## src/design/tse_pkg.sv

```systemverilog
// ---------------------------------------------------------------------------
// tse_pkg: shared types and constants for the tftp server transfer engine
// Opcodes, mode codes, status codes and the item structs of both channels.
// ---------------------------------------------------------------------------
package tse_pkg;

    // block size in bytes
    localparam int unsigned BLOCK_BYTES = 512;
    localparam logic [9:0]  BLOCK_LEN   = 10'(BLOCK_BYTES);

    // item kinds
    localparam logic [1:0] REQ_PACKET = 2'd0;
    localparam logic [1:0] REQ_TICK   = 2'd1;
    localparam logic [1:0] REQ_BLOCK  = 2'd2;

    // received opcodes
    localparam logic [7:0] OP_RRQ   = 8'd1;
    localparam logic [7:0] OP_WRQ   = 8'd2;
    localparam logic [7:0] OP_DATA  = 8'd3;
    localparam logic [7:0] OP_ACK   = 8'd4;
    localparam logic [7:0] OP_ERROR = 8'd5;

    // sent opcodes
    localparam logic [2:0] SEND_NONE  = 3'd0;
    localparam logic [2:0] SEND_DATA  = 3'd3;
    localparam logic [2:0] SEND_ACK   = 3'd4;
    localparam logic [2:0] SEND_ERROR = 3'd5;

    // error code for a file that could not be opened
    localparam logic [15:0] ERR_NOT_FOUND = 16'd1;

    // status codes
    localparam logic [2:0] ST_RUNNING   = 3'd0;
    localparam logic [2:0] ST_FINISHED  = 3'd1;
    localparam logic [2:0] ST_PEER_ERR  = 3'd2;
    localparam logic [2:0] ST_RETRY_OUT = 3'd3;
    localparam logic [2:0] ST_OPEN_FAIL = 3'd4;

    // transfer modes
    localparam logic [1:0] MODE_IDLE    = 2'd0;
    localparam logic [1:0] MODE_FETCH   = 2'd1;
    localparam logic [1:0] MODE_ACKWAIT = 2'd2;
    localparam logic [1:0] MODE_WRITE   = 2'd3;

    // configuration register indexes
    localparam logic CFG_TIMEOUT = 1'b0;
    localparam logic CFG_RETRIES = 1'b1;

    // configuration reset values
    localparam logic [15:0] TIMEOUT_RESET = 16'd5000;
    localparam logic [3:0]  RETRIES_RESET = 4'd10;

    typedef struct packed {
        logic [1:0]  req_type;
        logic [7:0]  opcode;
        logic [15:0] block_num;
        logic [9:0]  payload_len;
        logic        file_ok;
    } req_t;

    typedef struct packed {
        logic        send_valid;
        logic [2:0]  send_opcode;
        logic [15:0] send_block;
        logic [9:0]  send_len;
        logic        is_retransmit;
        logic        store_payload;
        logic        fetch_next;
        logic [2:0]  status;
        logic [31:0] total_bytes;
    } rsp_t;

endpackage

```

## src/design/tse_if.sv

```systemverilog
// ---------------------------------------------------------------------------
// tse_if: channel interfaces of the transfer engine
// Request channel (headers, ticks, local blocks) and response channel.
// ---------------------------------------------------------------------------
interface tse_req_if;
    logic        valid;
    logic        ready;
    logic [1:0]  req_type;
    logic [7:0]  opcode;
    logic [15:0] block_num;
    logic [9:0]  payload_len;
    logic        file_ok;

    modport source (output valid, req_type, opcode, block_num, payload_len, file_ok,
                    input ready);
    modport sink   (input valid, req_type, opcode, block_num, payload_len, file_ok,
                    output ready);
endinterface

interface tse_rsp_if;
    logic        valid;
    logic        ready;
    logic        send_valid;
    logic [2:0]  send_opcode;
    logic [15:0] send_block;
    logic [9:0]  send_len;
    logic        is_retransmit;
    logic        store_payload;
    logic        fetch_next;
    logic [2:0]  status;
    logic [31:0] total_bytes;

    modport source (output valid, send_valid, send_opcode, send_block, send_len,
                    is_retransmit, store_payload, fetch_next, status, total_bytes,
                    input ready);
    modport sink   (input valid, send_valid, send_opcode, send_block, send_len,
                    is_retransmit, store_payload, fetch_next, status, total_bytes,
                    output ready);
endinterface

```

## src/design/tftp_server_transfer_engine_top.sv

```systemverilog
// ---------------------------------------------------------------------------
// tftp_server_transfer_engine_top: packet-level tftp server controller
// Input register, transfer state machine and response register.
// ---------------------------------------------------------------------------
// Usage:
//   req carries received packet headers, 1 ms ticks and local block
//   notifications; rsp carries at most one response item per request item
//   (packet to send, store/fetch requests, status and byte count). Items
//   that do not apply in the current mode are consumed without a response.
//   A request item is held in the input register, handled by the transfer
//   state machine and its response is held in the response register.
//   Throughput: one item per cycle while rsp is not stalled; the single state
//   update per item in the transfer state machine sets that figure.
//   timeout_ticks and max_retries are written through cfg_we / cfg_index /
//   cfg_data, by the user only while no transfer item is in flight; unchecked.
//   Reset: mode idle, all counters cleared, timeout 5000 ticks, 10 retries.
//   Receiver stall: the response register holds its item; the input register
//   still takes one more item, after which req.ready drops until rsp moves.
// ---------------------------------------------------------------------------
module tftp_server_transfer_engine_top
(
    input  logic        clk,
    input  logic        rst_n,
    tse_req_if.sink     req,
    tse_rsp_if.source   rsp,
    input  logic        cfg_we,
    input  logic        cfg_index,
    input  logic [15:0] cfg_data
);

    logic          in_valid_reg;
    tse_pkg::req_t in_item_reg;
    logic          out_valid_reg;
    tse_pkg::rsp_t out_item_reg;

    logic          out_free;
    logic          item_fire;
    logic          has_rsp;
    tse_pkg::rsp_t rsp_item;

    // handshake control
    assign out_free  = !out_valid_reg || rsp.ready;
    assign item_fire = in_valid_reg && out_free;
    assign req.ready = !in_valid_reg || item_fire;

    // input register
    always_ff @(posedge clk or negedge rst_n)
    begin
        if (!rst_n)
        begin
            in_valid_reg <= 1'b0;
        end
        else if (req.ready)
        begin
            in_valid_reg <= req.valid;
        end
    end

    always_ff @(posedge clk)
    begin
        if (req.valid && req.ready)
        begin
            in_item_reg.req_type    <= req.req_type;
            in_item_reg.opcode      <= req.opcode;
            in_item_reg.block_num   <= req.block_num;
            in_item_reg.payload_len <= req.payload_len;
            in_item_reg.file_ok     <= req.file_ok;
        end
    end

    // transfer state machine
    tse_ctrl u_ctrl
    (
        .clk       (clk),
        .rst_n     (rst_n),
        .cfg_we    (cfg_we),
        .cfg_index (cfg_index),
        .cfg_data  (cfg_data),
        .item_fire (item_fire),
        .item      (in_item_reg),
        .has_rsp   (has_rsp),
        .rsp       (rsp_item)
    );

    // response register
    always_ff @(posedge clk or negedge rst_n)
    begin
        if (!rst_n)
        begin
            out_valid_reg <= 1'b0;
        end
        else if (out_free)
        begin
            out_valid_reg <= item_fire && has_rsp;
        end
    end

    always_ff @(posedge clk)
    begin
        if (item_fire && has_rsp)
        begin
            out_item_reg <= rsp_item;
        end
    end

    // response channel
    assign rsp.valid         = out_valid_reg;
    assign rsp.send_valid    = out_item_reg.send_valid;
    assign rsp.send_opcode   = out_item_reg.send_opcode;
    assign rsp.send_block    = out_item_reg.send_block;
    assign rsp.send_len      = out_item_reg.send_len;
    assign rsp.is_retransmit = out_item_reg.is_retransmit;
    assign rsp.store_payload = out_item_reg.store_payload;
    assign rsp.fetch_next    = out_item_reg.fetch_next;
    assign rsp.status        = out_item_reg.status;
    assign rsp.total_bytes   = out_item_reg.total_bytes;

endmodule

```

## src/design/tse_ctrl.sv

```systemverilog
// ---------------------------------------------------------------------------
// tse_ctrl: transfer state machine of the tftp server engine
// Holds mode, counters and configuration; decides the response of one item.
// ---------------------------------------------------------------------------
module tse_ctrl
(
    input  logic                clk,
    input  logic                rst_n,
    input  logic                cfg_we,
    input  logic                cfg_index,
    input  logic [15:0]         cfg_data,
    input  logic                item_fire,
    input  tse_pkg::req_t       item,
    output logic                has_rsp,
    output tse_pkg::rsp_t       rsp
);

    logic [15:0] timeout_reg;
    logic [3:0]  retries_reg;

    logic [1:0]  mode_reg,      mode_next;
    logic [15:0] block_reg,     block_next;
    logic [9:0]  last_len_reg,  last_len_next;
    logic [15:0] elapsed_reg,   elapsed_next;
    logic [3:0]  retry_reg,     retry_next;
    logic [31:0] total_reg,     total_next;

    logic [9:0]  len;
    logic [16:0] tick_count;
    logic        is_rq;

    // saturate payload length to the block size
    assign len = (item.payload_len > tse_pkg::BLOCK_LEN) ? tse_pkg::BLOCK_LEN
                                                         : item.payload_len;
    assign tick_count = {1'b0, elapsed_reg} + 17'd1;
    assign is_rq = (item.opcode == tse_pkg::OP_RRQ) || (item.opcode == tse_pkg::OP_WRQ);

    // configuration registers
    always_ff @(posedge clk or negedge rst_n)
    begin
        if (!rst_n)
        begin
            timeout_reg <= tse_pkg::TIMEOUT_RESET;
            retries_reg <= tse_pkg::RETRIES_RESET;
        end
        else if (cfg_we)
        begin
            unique case (cfg_index)
                tse_pkg::CFG_TIMEOUT: timeout_reg <= cfg_data;
                tse_pkg::CFG_RETRIES: retries_reg <= cfg_data[3:0];
                default:              timeout_reg <= timeout_reg;
            endcase
        end
    end

    // next state and response of one item
    always_comb
    begin
        mode_next     = mode_reg;
        block_next    = block_reg;
        last_len_next = last_len_reg;
        elapsed_next  = elapsed_reg;
        retry_next    = retry_reg;
        total_next    = total_reg;
        has_rsp       = 1'b0;
        rsp           = '0;

        unique case (mode_reg)
            tse_pkg::MODE_IDLE:
            begin
                if (item.req_type == tse_pkg::REQ_PACKET && is_rq)
                begin
                    has_rsp    = 1'b1;
                    total_next = '0;
                    if (!item.file_ok)
                    begin
                        rsp.send_valid  = 1'b1;
                        rsp.send_opcode = tse_pkg::SEND_ERROR;
                        rsp.send_block  = tse_pkg::ERR_NOT_FOUND;
                        rsp.status      = tse_pkg::ST_OPEN_FAIL;
                    end
                    else
                    begin
                        retry_next    = '0;
                        elapsed_next  = '0;
                        last_len_next = '0;
                        if (item.opcode == tse_pkg::OP_RRQ)
                        begin
                            mode_next      = tse_pkg::MODE_FETCH;
                            block_next     = 16'd1;
                            rsp.fetch_next = 1'b1;
                        end
                        else
                        begin
                            mode_next       = tse_pkg::MODE_WRITE;
                            block_next      = '0;
                            rsp.send_valid  = 1'b1;
                            rsp.send_opcode = tse_pkg::SEND_ACK;
                        end
                    end
                end
            end

            tse_pkg::MODE_FETCH:
            begin
                if (item.req_type == tse_pkg::REQ_BLOCK)
                begin
                    has_rsp         = 1'b1;
                    last_len_next   = len;
                    total_next      = total_reg + 32'(len);
                    elapsed_next    = '0;
                    retry_next      = '0;
                    mode_next       = tse_pkg::MODE_ACKWAIT;
                    rsp.send_valid  = 1'b1;
                    rsp.send_opcode = tse_pkg::SEND_DATA;
                    rsp.send_block  = block_reg;
                    rsp.send_len    = len;
                end
            end

            tse_pkg::MODE_ACKWAIT:
            begin
                if (item.req_type == tse_pkg::REQ_PACKET)
                begin
                    if (item.opcode == tse_pkg::OP_ACK && item.block_num == block_reg)
                    begin
                        has_rsp = 1'b1;
                        if (last_len_reg < tse_pkg::BLOCK_LEN)
                        begin
                            mode_next  = tse_pkg::MODE_IDLE;
                            rsp.status = tse_pkg::ST_FINISHED;
                        end
                        else
                        begin
                            block_next     = block_reg + 16'd1;
                            mode_next      = tse_pkg::MODE_FETCH;
                            rsp.fetch_next = 1'b1;
                        end
                    end
                    else if (item.opcode == tse_pkg::OP_ERROR)
                    begin
                        has_rsp    = 1'b1;
                        mode_next  = tse_pkg::MODE_IDLE;
                        rsp.status = tse_pkg::ST_PEER_ERR;
                    end
                end
                else if (item.req_type == tse_pkg::REQ_TICK)
                begin
                    if (tick_count >= {1'b0, timeout_reg})
                    begin
                        has_rsp      = 1'b1;
                        elapsed_next = '0;
                        if (retry_reg >= retries_reg)
                        begin
                            mode_next  = tse_pkg::MODE_IDLE;
                            rsp.status = tse_pkg::ST_RETRY_OUT;
                        end
                        else
                        begin
                            retry_next        = retry_reg + 4'd1;
                            rsp.send_valid    = 1'b1;
                            rsp.send_opcode   = tse_pkg::SEND_DATA;
                            rsp.send_block    = block_reg;
                            rsp.send_len      = last_len_reg;
                            rsp.is_retransmit = 1'b1;
                        end
                    end
                    else
                    begin
                        elapsed_next = tick_count[15:0];
                    end
                end
            end

            tse_pkg::MODE_WRITE:
            begin
                if (item.req_type == tse_pkg::REQ_PACKET && item.opcode == tse_pkg::OP_DATA)
                begin
                    has_rsp           = 1'b1;
                    block_next        = item.block_num;
                    total_next        = total_reg + 32'(len);
                    rsp.send_valid    = 1'b1;
                    rsp.send_opcode   = tse_pkg::SEND_ACK;
                    rsp.send_block    = item.block_num;
                    rsp.store_payload = 1'b1;
                    if (len < tse_pkg::BLOCK_LEN)
                    begin
                        mode_next  = tse_pkg::MODE_IDLE;
                        rsp.status = tse_pkg::ST_FINISHED;
                    end
                end
            end

            default:
            begin
                mode_next = tse_pkg::MODE_IDLE;
            end
        endcase

        rsp.total_bytes = total_next;
    end

    // transfer state
    always_ff @(posedge clk or negedge rst_n)
    begin
        if (!rst_n)
        begin
            mode_reg     <= tse_pkg::MODE_IDLE;
            block_reg    <= '0;
            last_len_reg <= '0;
            elapsed_reg  <= '0;
            retry_reg    <= '0;
            total_reg    <= '0;
        end
        else if (item_fire)
        begin
            mode_reg     <= mode_next;
            block_reg    <= block_next;
            last_len_reg <= last_len_next;
            elapsed_reg  <= elapsed_next;
            retry_reg    <= retry_next;
            total_reg    <= total_next;
        end
    end

endmodule
```

## src/flat_wrapper.sv

```systemverilog
// flat-port wrapper written by rule: the top's interface ports become plain ports
module tftp_server_transfer_engine_top_flat 
  (clk, rst_n, cfg_we, cfg_index, cfg_data, req_valid, req_req_type, req_opcode, req_block_num, req_payload_len, req_file_ok, req_ready, rsp_valid, rsp_send_valid, rsp_send_opcode, rsp_send_block, rsp_send_len, rsp_is_retransmit, rsp_store_payload, rsp_fetch_next, rsp_status, rsp_total_bytes, rsp_ready);
  tse_req_if req_i ();
  tse_rsp_if rsp_i ();
  input  logic clk;
  input  logic rst_n;
  input  logic cfg_we;
  input  logic cfg_index;
  input  logic [15:0] cfg_data;
  input wire logic [$bits(req_i.valid)-1:0] req_valid;
  input wire logic [$bits(req_i.req_type)-1:0] req_req_type;
  input wire logic [$bits(req_i.opcode)-1:0] req_opcode;
  input wire logic [$bits(req_i.block_num)-1:0] req_block_num;
  input wire logic [$bits(req_i.payload_len)-1:0] req_payload_len;
  input wire logic [$bits(req_i.file_ok)-1:0] req_file_ok;
  output wire logic [$bits(req_i.ready)-1:0] req_ready;
  output wire logic [$bits(rsp_i.valid)-1:0] rsp_valid;
  output wire logic [$bits(rsp_i.send_valid)-1:0] rsp_send_valid;
  output wire logic [$bits(rsp_i.send_opcode)-1:0] rsp_send_opcode;
  output wire logic [$bits(rsp_i.send_block)-1:0] rsp_send_block;
  output wire logic [$bits(rsp_i.send_len)-1:0] rsp_send_len;
  output wire logic [$bits(rsp_i.is_retransmit)-1:0] rsp_is_retransmit;
  output wire logic [$bits(rsp_i.store_payload)-1:0] rsp_store_payload;
  output wire logic [$bits(rsp_i.fetch_next)-1:0] rsp_fetch_next;
  output wire logic [$bits(rsp_i.status)-1:0] rsp_status;
  output wire logic [$bits(rsp_i.total_bytes)-1:0] rsp_total_bytes;
  input wire logic [$bits(rsp_i.ready)-1:0] rsp_ready;
  assign req_i.valid = req_valid;
  assign req_i.req_type = req_req_type;
  assign req_i.opcode = req_opcode;
  assign req_i.block_num = req_block_num;
  assign req_i.payload_len = req_payload_len;
  assign req_i.file_ok = req_file_ok;
  assign req_ready = req_i.ready;
  assign rsp_valid = rsp_i.valid;
  assign rsp_send_valid = rsp_i.send_valid;
  assign rsp_send_opcode = rsp_i.send_opcode;
  assign rsp_send_block = rsp_i.send_block;
  assign rsp_send_len = rsp_i.send_len;
  assign rsp_is_retransmit = rsp_i.is_retransmit;
  assign rsp_store_payload = rsp_i.store_payload;
  assign rsp_fetch_next = rsp_i.fetch_next;
  assign rsp_status = rsp_i.status;
  assign rsp_total_bytes = rsp_i.total_bytes;
  assign rsp_i.ready = rsp_ready;
  tftp_server_transfer_engine_top u_core (.clk(clk), .rst_n(rst_n), .req(req_i), .rsp(rsp_i), .cfg_we(cfg_we), .cfg_index(cfg_index), .cfg_data(cfg_data));
endmodule
```

## config.mk

```make
export PLATFORM = sky130hd
export DESIGN_NAME = tftp_server_transfer_engine_top_flat
export DESIGN_NICKNAME = d
export VERILOG_FILES = /design/src/design/tse_pkg.sv /design/src/design/tse_if.sv /design/src/design/tftp_server_transfer_engine_top.sv /design/src/design/tse_ctrl.sv /design/src/flat_wrapper.sv
export SDC_FILE = /design/constraint.sdc
export NUM_CORES = 1
export LEC_CHECK = 0
export CAP_MARGIN = 20
export CORE_MARGIN = 2
export CORE_UTILIZATION = 55
export CTS_CLUSTER_DIAMETER = 150
export DETAILED_ROUTE_END_ITERATION = 7
export DONT_BUFFER_PORTS = 1
export PLACE_DENSITY = 0.7
export SYNTH_ARGS = -nofsm -noshare
export SYNTH_HDL_FRONTEND = slang
export SYNTH_SLANG_ARGS = --single-unit
```

## constraint.sdc

```tcl
create_clock -name clk -period 10.9 [get_ports clk]
set_input_delay 2.18 -clock clk [delete_from_list [all_inputs] [get_ports clk]]
set_output_delay 2.18 -clock clk [all_outputs]
set_load 0.01 [all_outputs]
```

# ---- Word level (Yosys, flattened, before mapping)
# Index checks and enable logic that the tools add are counted.
dict set report classes {
  eq_ne 27
  n_addsub 4
  n_reduce_logical 24
  bitwise_logic 4
  mux 85
  n_lt_le_gt_ge 5
}
# operator n
set op_table {}
lappend op_table {{$mux W16} 12}
lappend op_table {{$mux W31} 4}
lappend op_table {{$mux W32} 3}
lappend op_table {{$pmux W16 S3} 2}
lappend op_table {{$pmux W32 S3} 1}
lappend op_table {{$pmux W20 S4} 1}
lappend op_table {{$mux W10} 4}
lappend op_table {{$mux W20} 2}
lappend op_table {{$mux W4} 10}
lappend op_table {{$pmux W10 S2} 2}
lappend op_table {{$mux W2} 18}
lappend op_table {{$add A32 B10 Y32} 1}
lappend op_table {{$mux W30} 1}
lappend op_table {{$ne A2 B2 Y1 const B} 11}
lappend op_table {{$lt A10 B10 Y1 const B} 2}
lappend op_table {{$mux W1} 19}
lappend op_table {{$add A16 B1 Y17 const B} 1}
lappend op_table {{$ge A17 B16 Y1} 1}
lappend op_table {{$add A16 B1 Y16 const B} 1}
lappend op_table {{$eq A16 B16 Y1} 1}
lappend op_table {{$eq A8 B2 Y1 const B} 2}
lappend op_table {{$eq A8 B3 Y1 const B} 2}
lappend op_table {{$pmux W4 S3} 1}
lappend op_table {{$gt A10 B10 Y1 const B} 1}
lappend op_table {{27 further kinds} 46}
dict set report totals {
  in_bits 59
  out_inout_bits 70
  ff_bits 207
  wordCells 173
}

# ---- Longest topological paths before layout
dict set report depth {
  ltp_word 7
  depth_mapped 15
}

# ---- Hierarchy
# From an unflattened synthesis, not the netlist that was laid out.
dict set report unflattened {
  hier_cells 1053
  hier_area_um2 11029.3
}
# mod instances seq_area_each_um2 cells_each area_each_um2
set by_module_without_submodules {}
lappend by_module_without_submodules {tse_ctrl 1 2511.2 938 7764.9}
lappend by_module_without_submodules {tftp_server_transfer_engine_top 1 3203.1 115 3264.4}

# ---- Least setup slack after synthesis
# OpenSTA, ideal clock, no wires.
dict set report synth_timing {
  path_kind {register -> register}
  start {register u_core.u_ctrl.elapsed_reg[2]}
  end {register u_core.out_item_reg (netlist bit u_core.rsp.fetch_next) (enable)}
  slack_ns 4.744
  setup_ns 0.496
  t_arrival_ns 5.660
  path_stages_with_launch 13
  synth_period_minus_slack_ns 6.156
  cell_sequence {dfrtp_1 -> and3_1 -> nand4_1 -> nor4_1 -> xor2_1 -> ha_1 -> and3_1 -> a221o_1 -> a31oi_1 -> and3_4 -> a221o_1 -> o21a_1 -> nor2_1}
}
dict set report synth_via {
  elab_chain_len 7
}
# element line_no
set synth_lines {}
lappend synth_lines {{start, declared} tse_ctrl.sv:24} ;# logic [15:0] elapsed_reg, elapsed_next;
lappend synth_lines {{start signal, assigned} tse_ctrl.sv:220} ;# elapsed_reg <= elapsed_next;
lappend synth_lines {{$add A16 B1 Y17} tse_ctrl.sv:35} ;# assign tick_count = {1'b0, elapsed_reg} + 17'd1;
lappend synth_lines {{$ge A17 B16 Y1} tse_ctrl.sv:149} ;# if (tick_count >= {1'b0, timeout_reg})
lappend synth_lines {{$mux W1} tse_ctrl.sv:149}
lappend synth_lines {{$mux W1} tse_ctrl.sv:147} ;# else if (item.req_type == tse_pkg::REQ_TICK)
lappend synth_lines {{$mux W1} tse_ctrl.sv:123} ;# if (item.req_type == tse_pkg::REQ_PACKET)
lappend synth_lines {{$pmux W1 S4} tse_ctrl.sv:68} ;# unique case (mode_reg)
lappend synth_lines {{$logic_and A1 B1 Y1} tftp_server_transfer_engine_top.sv:100} ;# if (item_fire && has_rsp)
lappend synth_lines {{end signal, assigned} tftp_server_transfer_engine_top.sv:102} ;# out_item_reg <= rsp_item;
lappend synth_lines {{end, declared} tftp_server_transfer_engine_top.sv:34} ;# tse_pkg::rsp_t out_item_reg;
# Every way passes these cells.
# A chain may end at the register's enable or synchronous reset.

# ---- Worst setup path after layout
dict set report layout_timing {
  start {input rsp_ready}
  end {output req_ready}
}
dict set report layout_via {
  elab_chain_len 3
}
# element line_no
set layout_lines {}
lappend layout_lines {{start, declared} flat_wrapper.sv:28} ;# input wire logic [$bits(rsp_i.ready)-1:0] rsp_ready;
lappend layout_lines {{$logic_or A1 B1 Y1} tftp_server_transfer_engine_top.sv:42} ;# assign out_free = !out_valid_reg || rsp.ready;
lappend layout_lines {{$logic_and A1 B1 Y1} tftp_server_transfer_engine_top.sv:43} ;# assign item_fire = in_valid_reg && out_free;
lappend layout_lines {{$logic_or A1 B1 Y1} tftp_server_transfer_engine_top.sv:44} ;# assign req.ready = !in_valid_reg || item_fire;
lappend layout_lines {{end, declared} flat_wrapper.sv:17} ;# output wire logic [$bits(req_i.ready)-1:0] req_ready;
# Every way passes these cells.

==> tab_implementation.tex <==
\begin{tabular}{lr}
\hline
Metric & Value \\
\hline
\multicolumn{2}{l}{\textbf{Clocking}} \\
\quad Hold Buf Count CTS & 0 \\
\quad Post-cts repair resize count & 0 \\
\quad CTS H-Tree Depth & 1 \\
\quad CTS max path bufs & 3 \\
\quad Clock tree sinks & 207 \\
\quad Register clock-pin slew on the reported worst setup and hold paths & 60 ps \\
\quad Clock tree from TritonCTS & done \\
\quad Buffer count from post-CTS setup fixing & 0 \\
\quad Root Buffer Master & clkbuf\_16 \\
\quad Number of buffers inserted during clock tree synthesis & 23 \\
\quad Clk\_lat worst skew & 510 ps \\
\multicolumn{2}{l}{\textbf{Synthesis}} \\
\quad Top flip-flop cell by instance count after synthesis & edfxtp\_1 \\
\quad Post-synth EDFFs & 105 \\
\quad Total of flip-flops plus latches after synthesis & 207 \\
\quad Count of yosys warnings during synthesis & 0 \\
\quad Fraction of synthesis flops using an asynchronous set or reset pin & 49.3\% \\
\quad Average cell area after synthesis & 10.6 um2 \\
\quad Sequential share of the synthesized area & 52.3\% \\
\quad Mapped cell area & 10900 um2 \\
\quad Synthesized netlist net count & 1133 \\
\quad Synth Instances & 1033 \\
\quad Cell variety after synth & 72 \\
\multicolumn{2}{l}{\textbf{Global routing}} \\
\quad Wire length of the first global-routing pass & 40900 um \\
\quad Overall fraction of global-route tracks in use & 23.8\% \\
\quad Pin count of the biggest net entering global routing & 103 \\
\quad Vias in the first global route & 7712 \\
\quad Antenna violations before repair & 1 \\
\quad Congestion Overflow GR & 0 \\
\multicolumn{2}{l}{\textbf{STA}} \\
\quad Final hold slack & 490 ps \\
\quad Final worst path period share & 45.3\% \\
\quad Transition time of the tightest slew-check pin & 1070 ps \\
\quad Final setup viols & 0 \\
\quad Clk\_skew & 10.8 ps \\
\quad Final setup slack of the worst path & 5960 ps \\
\quad Final Hold Fails & 0 \\
\quad Post-layout minimum cycle time & 4940 ps \\
\quad Unrepaired setup endpoints after global routing & no \\
\quad Achievable Freq & 203 MHz \\
\quad Tightest slew margin relative to the limit & 28.6\% \\
\quad Slew Limit Fails & 0 \\
\quad Setup TNS & 0 ps \\
\multicolumn{2}{l}{\textbf{Setup path}} \\
\quad Cell Chain, Critical Path & nor2b\_1, nand2\_1 \\
\quad Levels on crit path & 2 \\
\quad Slowest stage cell, crit path & nor2b\_1 \\
\quad Worst setup endpoint & req\_ready \\
\quad Biggest fanout along the worst timing path & 5 \\
\quad Worst reg2reg endpoint & u\_core.rsp.total\_bytes[10] \\
\quad Worst path top cell family by delay & simple AND/OR/NAND/NOR gates \\
\quad Start point of the critical path & rsp\_ready \\
\quad Capturing element type of the critical path & primary output \\
\quad Register-to-Register Setup Slack & 6090 ps \\
\quad Buf/Inv on CP & 0 \\
\quad Worst reg2reg path depth & 13 \\
\quad Category of the critical setup timing path & in2out \\
\quad Delay contributed by the slowest stage of the critical path & 360 ps \\
\quad Crit path required time & 8720 ps \\
\quad Worst Path Arrival & 2760 ps \\
\quad FF-to-FF Start & u\_core.u\_ctrl.elapsed\_reg[2] \\
\quad Startpoint class of the critical path & input pin \\
\multicolumn{2}{l}{\textbf{Cells and area}} \\
\quad Relative area change from synthesis to final layout & 8.75\% \\
\quad Antenna Diode Count & 0 \\
\quad Final-layout fill cell count & 1575 \\
\quad Max reg flops & 37 \\
\quad Cell Count, Final, Fillers Out & 1287 \\
\quad Fraction of layout instances using a drive strength above 1 & 8.61\% \\
\quad Final nets & 1106 \\
\multicolumn{2}{l}{\textbf{Floorplanning}} \\
\quad Width of the chip & 145 um \\
\quad Starting density of the core & 56.1\% \\
\quad Total Die Area & 21000 um2 \\
\quad Number of top-level design ports & 129 \\
\quad Core Region & 19500 um2 \\
\quad Height of the die & 145 um \\
\quad Floorplan row count & 51 \\
\multicolumn{2}{l}{\textbf{Detailed routing}} \\
\quad Number of remaining DRC errors & 0 \\
\quad Detail-routed via count per cell & 6.28 \\
\quad DR iter-0 viols & 624 \\
\quad Average wire length per cell after detail routing & 19.4 um \\
\quad Antenna Nets Post-Route & 0 \\
\quad Drt first pass iters & 5 \\
\quad Final Routed Wirelength & 25000 um \\
\quad Vias & 8087 \\
\multicolumn{2}{l}{\textbf{Power and ir drop}} \\
\quad P\_leak & 4.71 nW \\
\quad Maximum ir drop on the vdd rail & 0.000132 V \\
\quad Total power density per cell area & 210 nW/um2 \\
\multicolumn{2}{l}{\textbf{Placed design}} \\
\quad Pre-CTS setup slack & 5990 ps \\
\quad Final HPWL from detailed placement & 16900 um \\
\quad Placer Congestion & 0.871 \\
\quad Number of buffers added on ports & 0 \\
\quad Instance count after placement with tap cells included & 1246 \\
\multicolumn{2}{l}{\textbf{Run}} \\
\quad Number of max-cap violations & 0 \\
\multicolumn{2}{l}{\textbf{Hold path}} \\
\quad Path category of the worst min-delay check & reg2reg \\
\multicolumn{2}{l}{\textbf{Status}} \\
\quad Result of the run & completed \\
\hline
\end{tabular}
## per-layer routing
| layer | vias to the layer above | share of wire (%) | track usage, % |
|---|---|---|---|
| li1 | 3814 | - | - |
| met1 | 3911 | 43 | 33.0 |
| met2 | 308 | 47 | 38.0 |
| met3 | 52 | 6.5 | 4.18 |
| met4 | 2 | 3.1 | 8.12 |
| met5 | - | 0.028 | 0 |
## cell usage after synthesis (all sizes together), types with 2 or more instances
cell type / instances / share of area [%]
nand2: 106 / 3.6
edfxtp: 105 / 29
dfrtp: 95 / 22
o21ai: 84 / 3.9
a21oi: 50 / 2.3
a22o: 49 / 3.9
clkbuf: 44 / 1.5
nor2: 44 / 1.5
a31oi: 42 / 2.4
inv: 42 / 1.4
ha: 40 / 4.6
nand3: 27 / 1.2
nor2b: 27 / 1.5
xor2: 22 / 1.8
nand4: 20 / 1.1
nor3: 16 / 0.84
o31ai: 16 / 1.1
xnor2: 16 / 1.3
and3: 15 / 0.90
buf: 15 / 0.87
a41oi: 13 / 1.0
nor4: 12 / 1.2
a22oi: 11 / 0.76
a21o: 10 / 0.69
and2: 10 / 0.57
nand2b: 9 / 0.52
dfstp: 7 / 1.7
o21a: 7 / 0.48
or3: 7 / 0.40
or4: 6 / 0.48
a21boi: 5 / 0.34
mux2: 5 / 0.52
mux2i: 5 / 0.46
o211ai: 5 / 0.34
o22ai: 5 / 0.29
a221o: 4 / 0.37
or2: 4 / 0.23
a211oi: 3 / 0.21
and4: 3 / 0.24
o31a: 3 / 0.24
a221oi: 2 / 0.22
a31o: 2 / 0.16
a32oi: 2 / 0.16
nand3b: 2 / 0.14
## worst min-delay path by stage
| stage | from | end | slack (ps) | cells after the start |
|---|---|---|---|---|
| 3_5_place_dp | u_core.u_ctrl.last_len_reg[8] | u_core.u_ctrl.last_len_reg[8] | 470 | 2 |
| 3_3_place_gp | u_core.u_ctrl.last_len_reg[8] | u_core.u_ctrl.last_len_reg[8] | 460 | 2 |
| 5_1_grt | u_core.u_ctrl.last_len_reg[8] | u_core.u_ctrl.last_len_reg[8] | 500 | 2 |
| 4_1_cts | u_core.u_ctrl.last_len_reg[8] | u_core.u_ctrl.last_len_reg[8] | 490 | 2 |
| 6_report | u_core.u_ctrl.last_len_reg[8] | u_core.u_ctrl.last_len_reg[8] | 490 | 2 |
| 2_1_floorplan | u_core.u_ctrl.last_len_reg[8] | u_core.u_ctrl.last_len_reg[8] | 450 | 2 |
## placed cells by master (no fill, tap or decap), drive strengths merged, types with 12 or more instances in the layout
cell,instances
dfrtp,95
nor2b,27
ha,40
a21oi,50
inv,43
edfxtp,105
clkbuf,28
a22o,49
and3,15
xor2,22
nor4,12
o31ai,16
nor2,44
xnor2,16
a31oi,42
a41oi,13
nand2,106
o21ai,84
nor3,16
nand4,20
nand3,27
## kinds of logic (layout without fill, tap and decap cells)
family,count (synthesis),count (layout),synth area share [%]
flops,207,207,52.3
buf+inv,101,90,3.83
compound gates,323,323,19.8
xor+xnor,38,38,3.05
simple gates,313,313,15.3
fa+ha+maj,41,41,4.77
mux,10,10,0.974
## through the flow
step | utilization [%] | instance area (um2) | power, W
2_1_floorplan | - | 10900 | 0.00154
3_3_place_gp | 56.9 | 11100 | 0.00168
3_5_place_dp | 56.9 | 11100 | 0.00169
4_1_cts | 61.0 | 11900 | 0.00251
5_1_grt | 61.0 | 11900 | 0.00262
6_report | 61.0 | 11900 | 0.00249
## power breakdown
| part | switching (W) | internal [W] | leakage, nW | total, W |
|---|---|---|---|---|
| registers | 0.000123 | 0.000977 | 2.36 | 0.00110 |
| logic | 0.000398 | 0.000178 | 1.96 | 0.000576 |
| clock network | 0.000315 | 0.000503 | 0.385 | 0.000818 |
## cell type report
class                      count  area [um2]  share of cell area, %
sequential                   207        5710                   48.1
multi-input combinational    725        4820                   40.6
clock buffer                  28         624                   5.26
tap                          265         332                   2.79
clock inverter                13         180                   1.52
inverter                      42         158                   1.33
timing repair buffer           7        52.6                  0.442
Note: power is estimated with default switching activity, not from simulation.
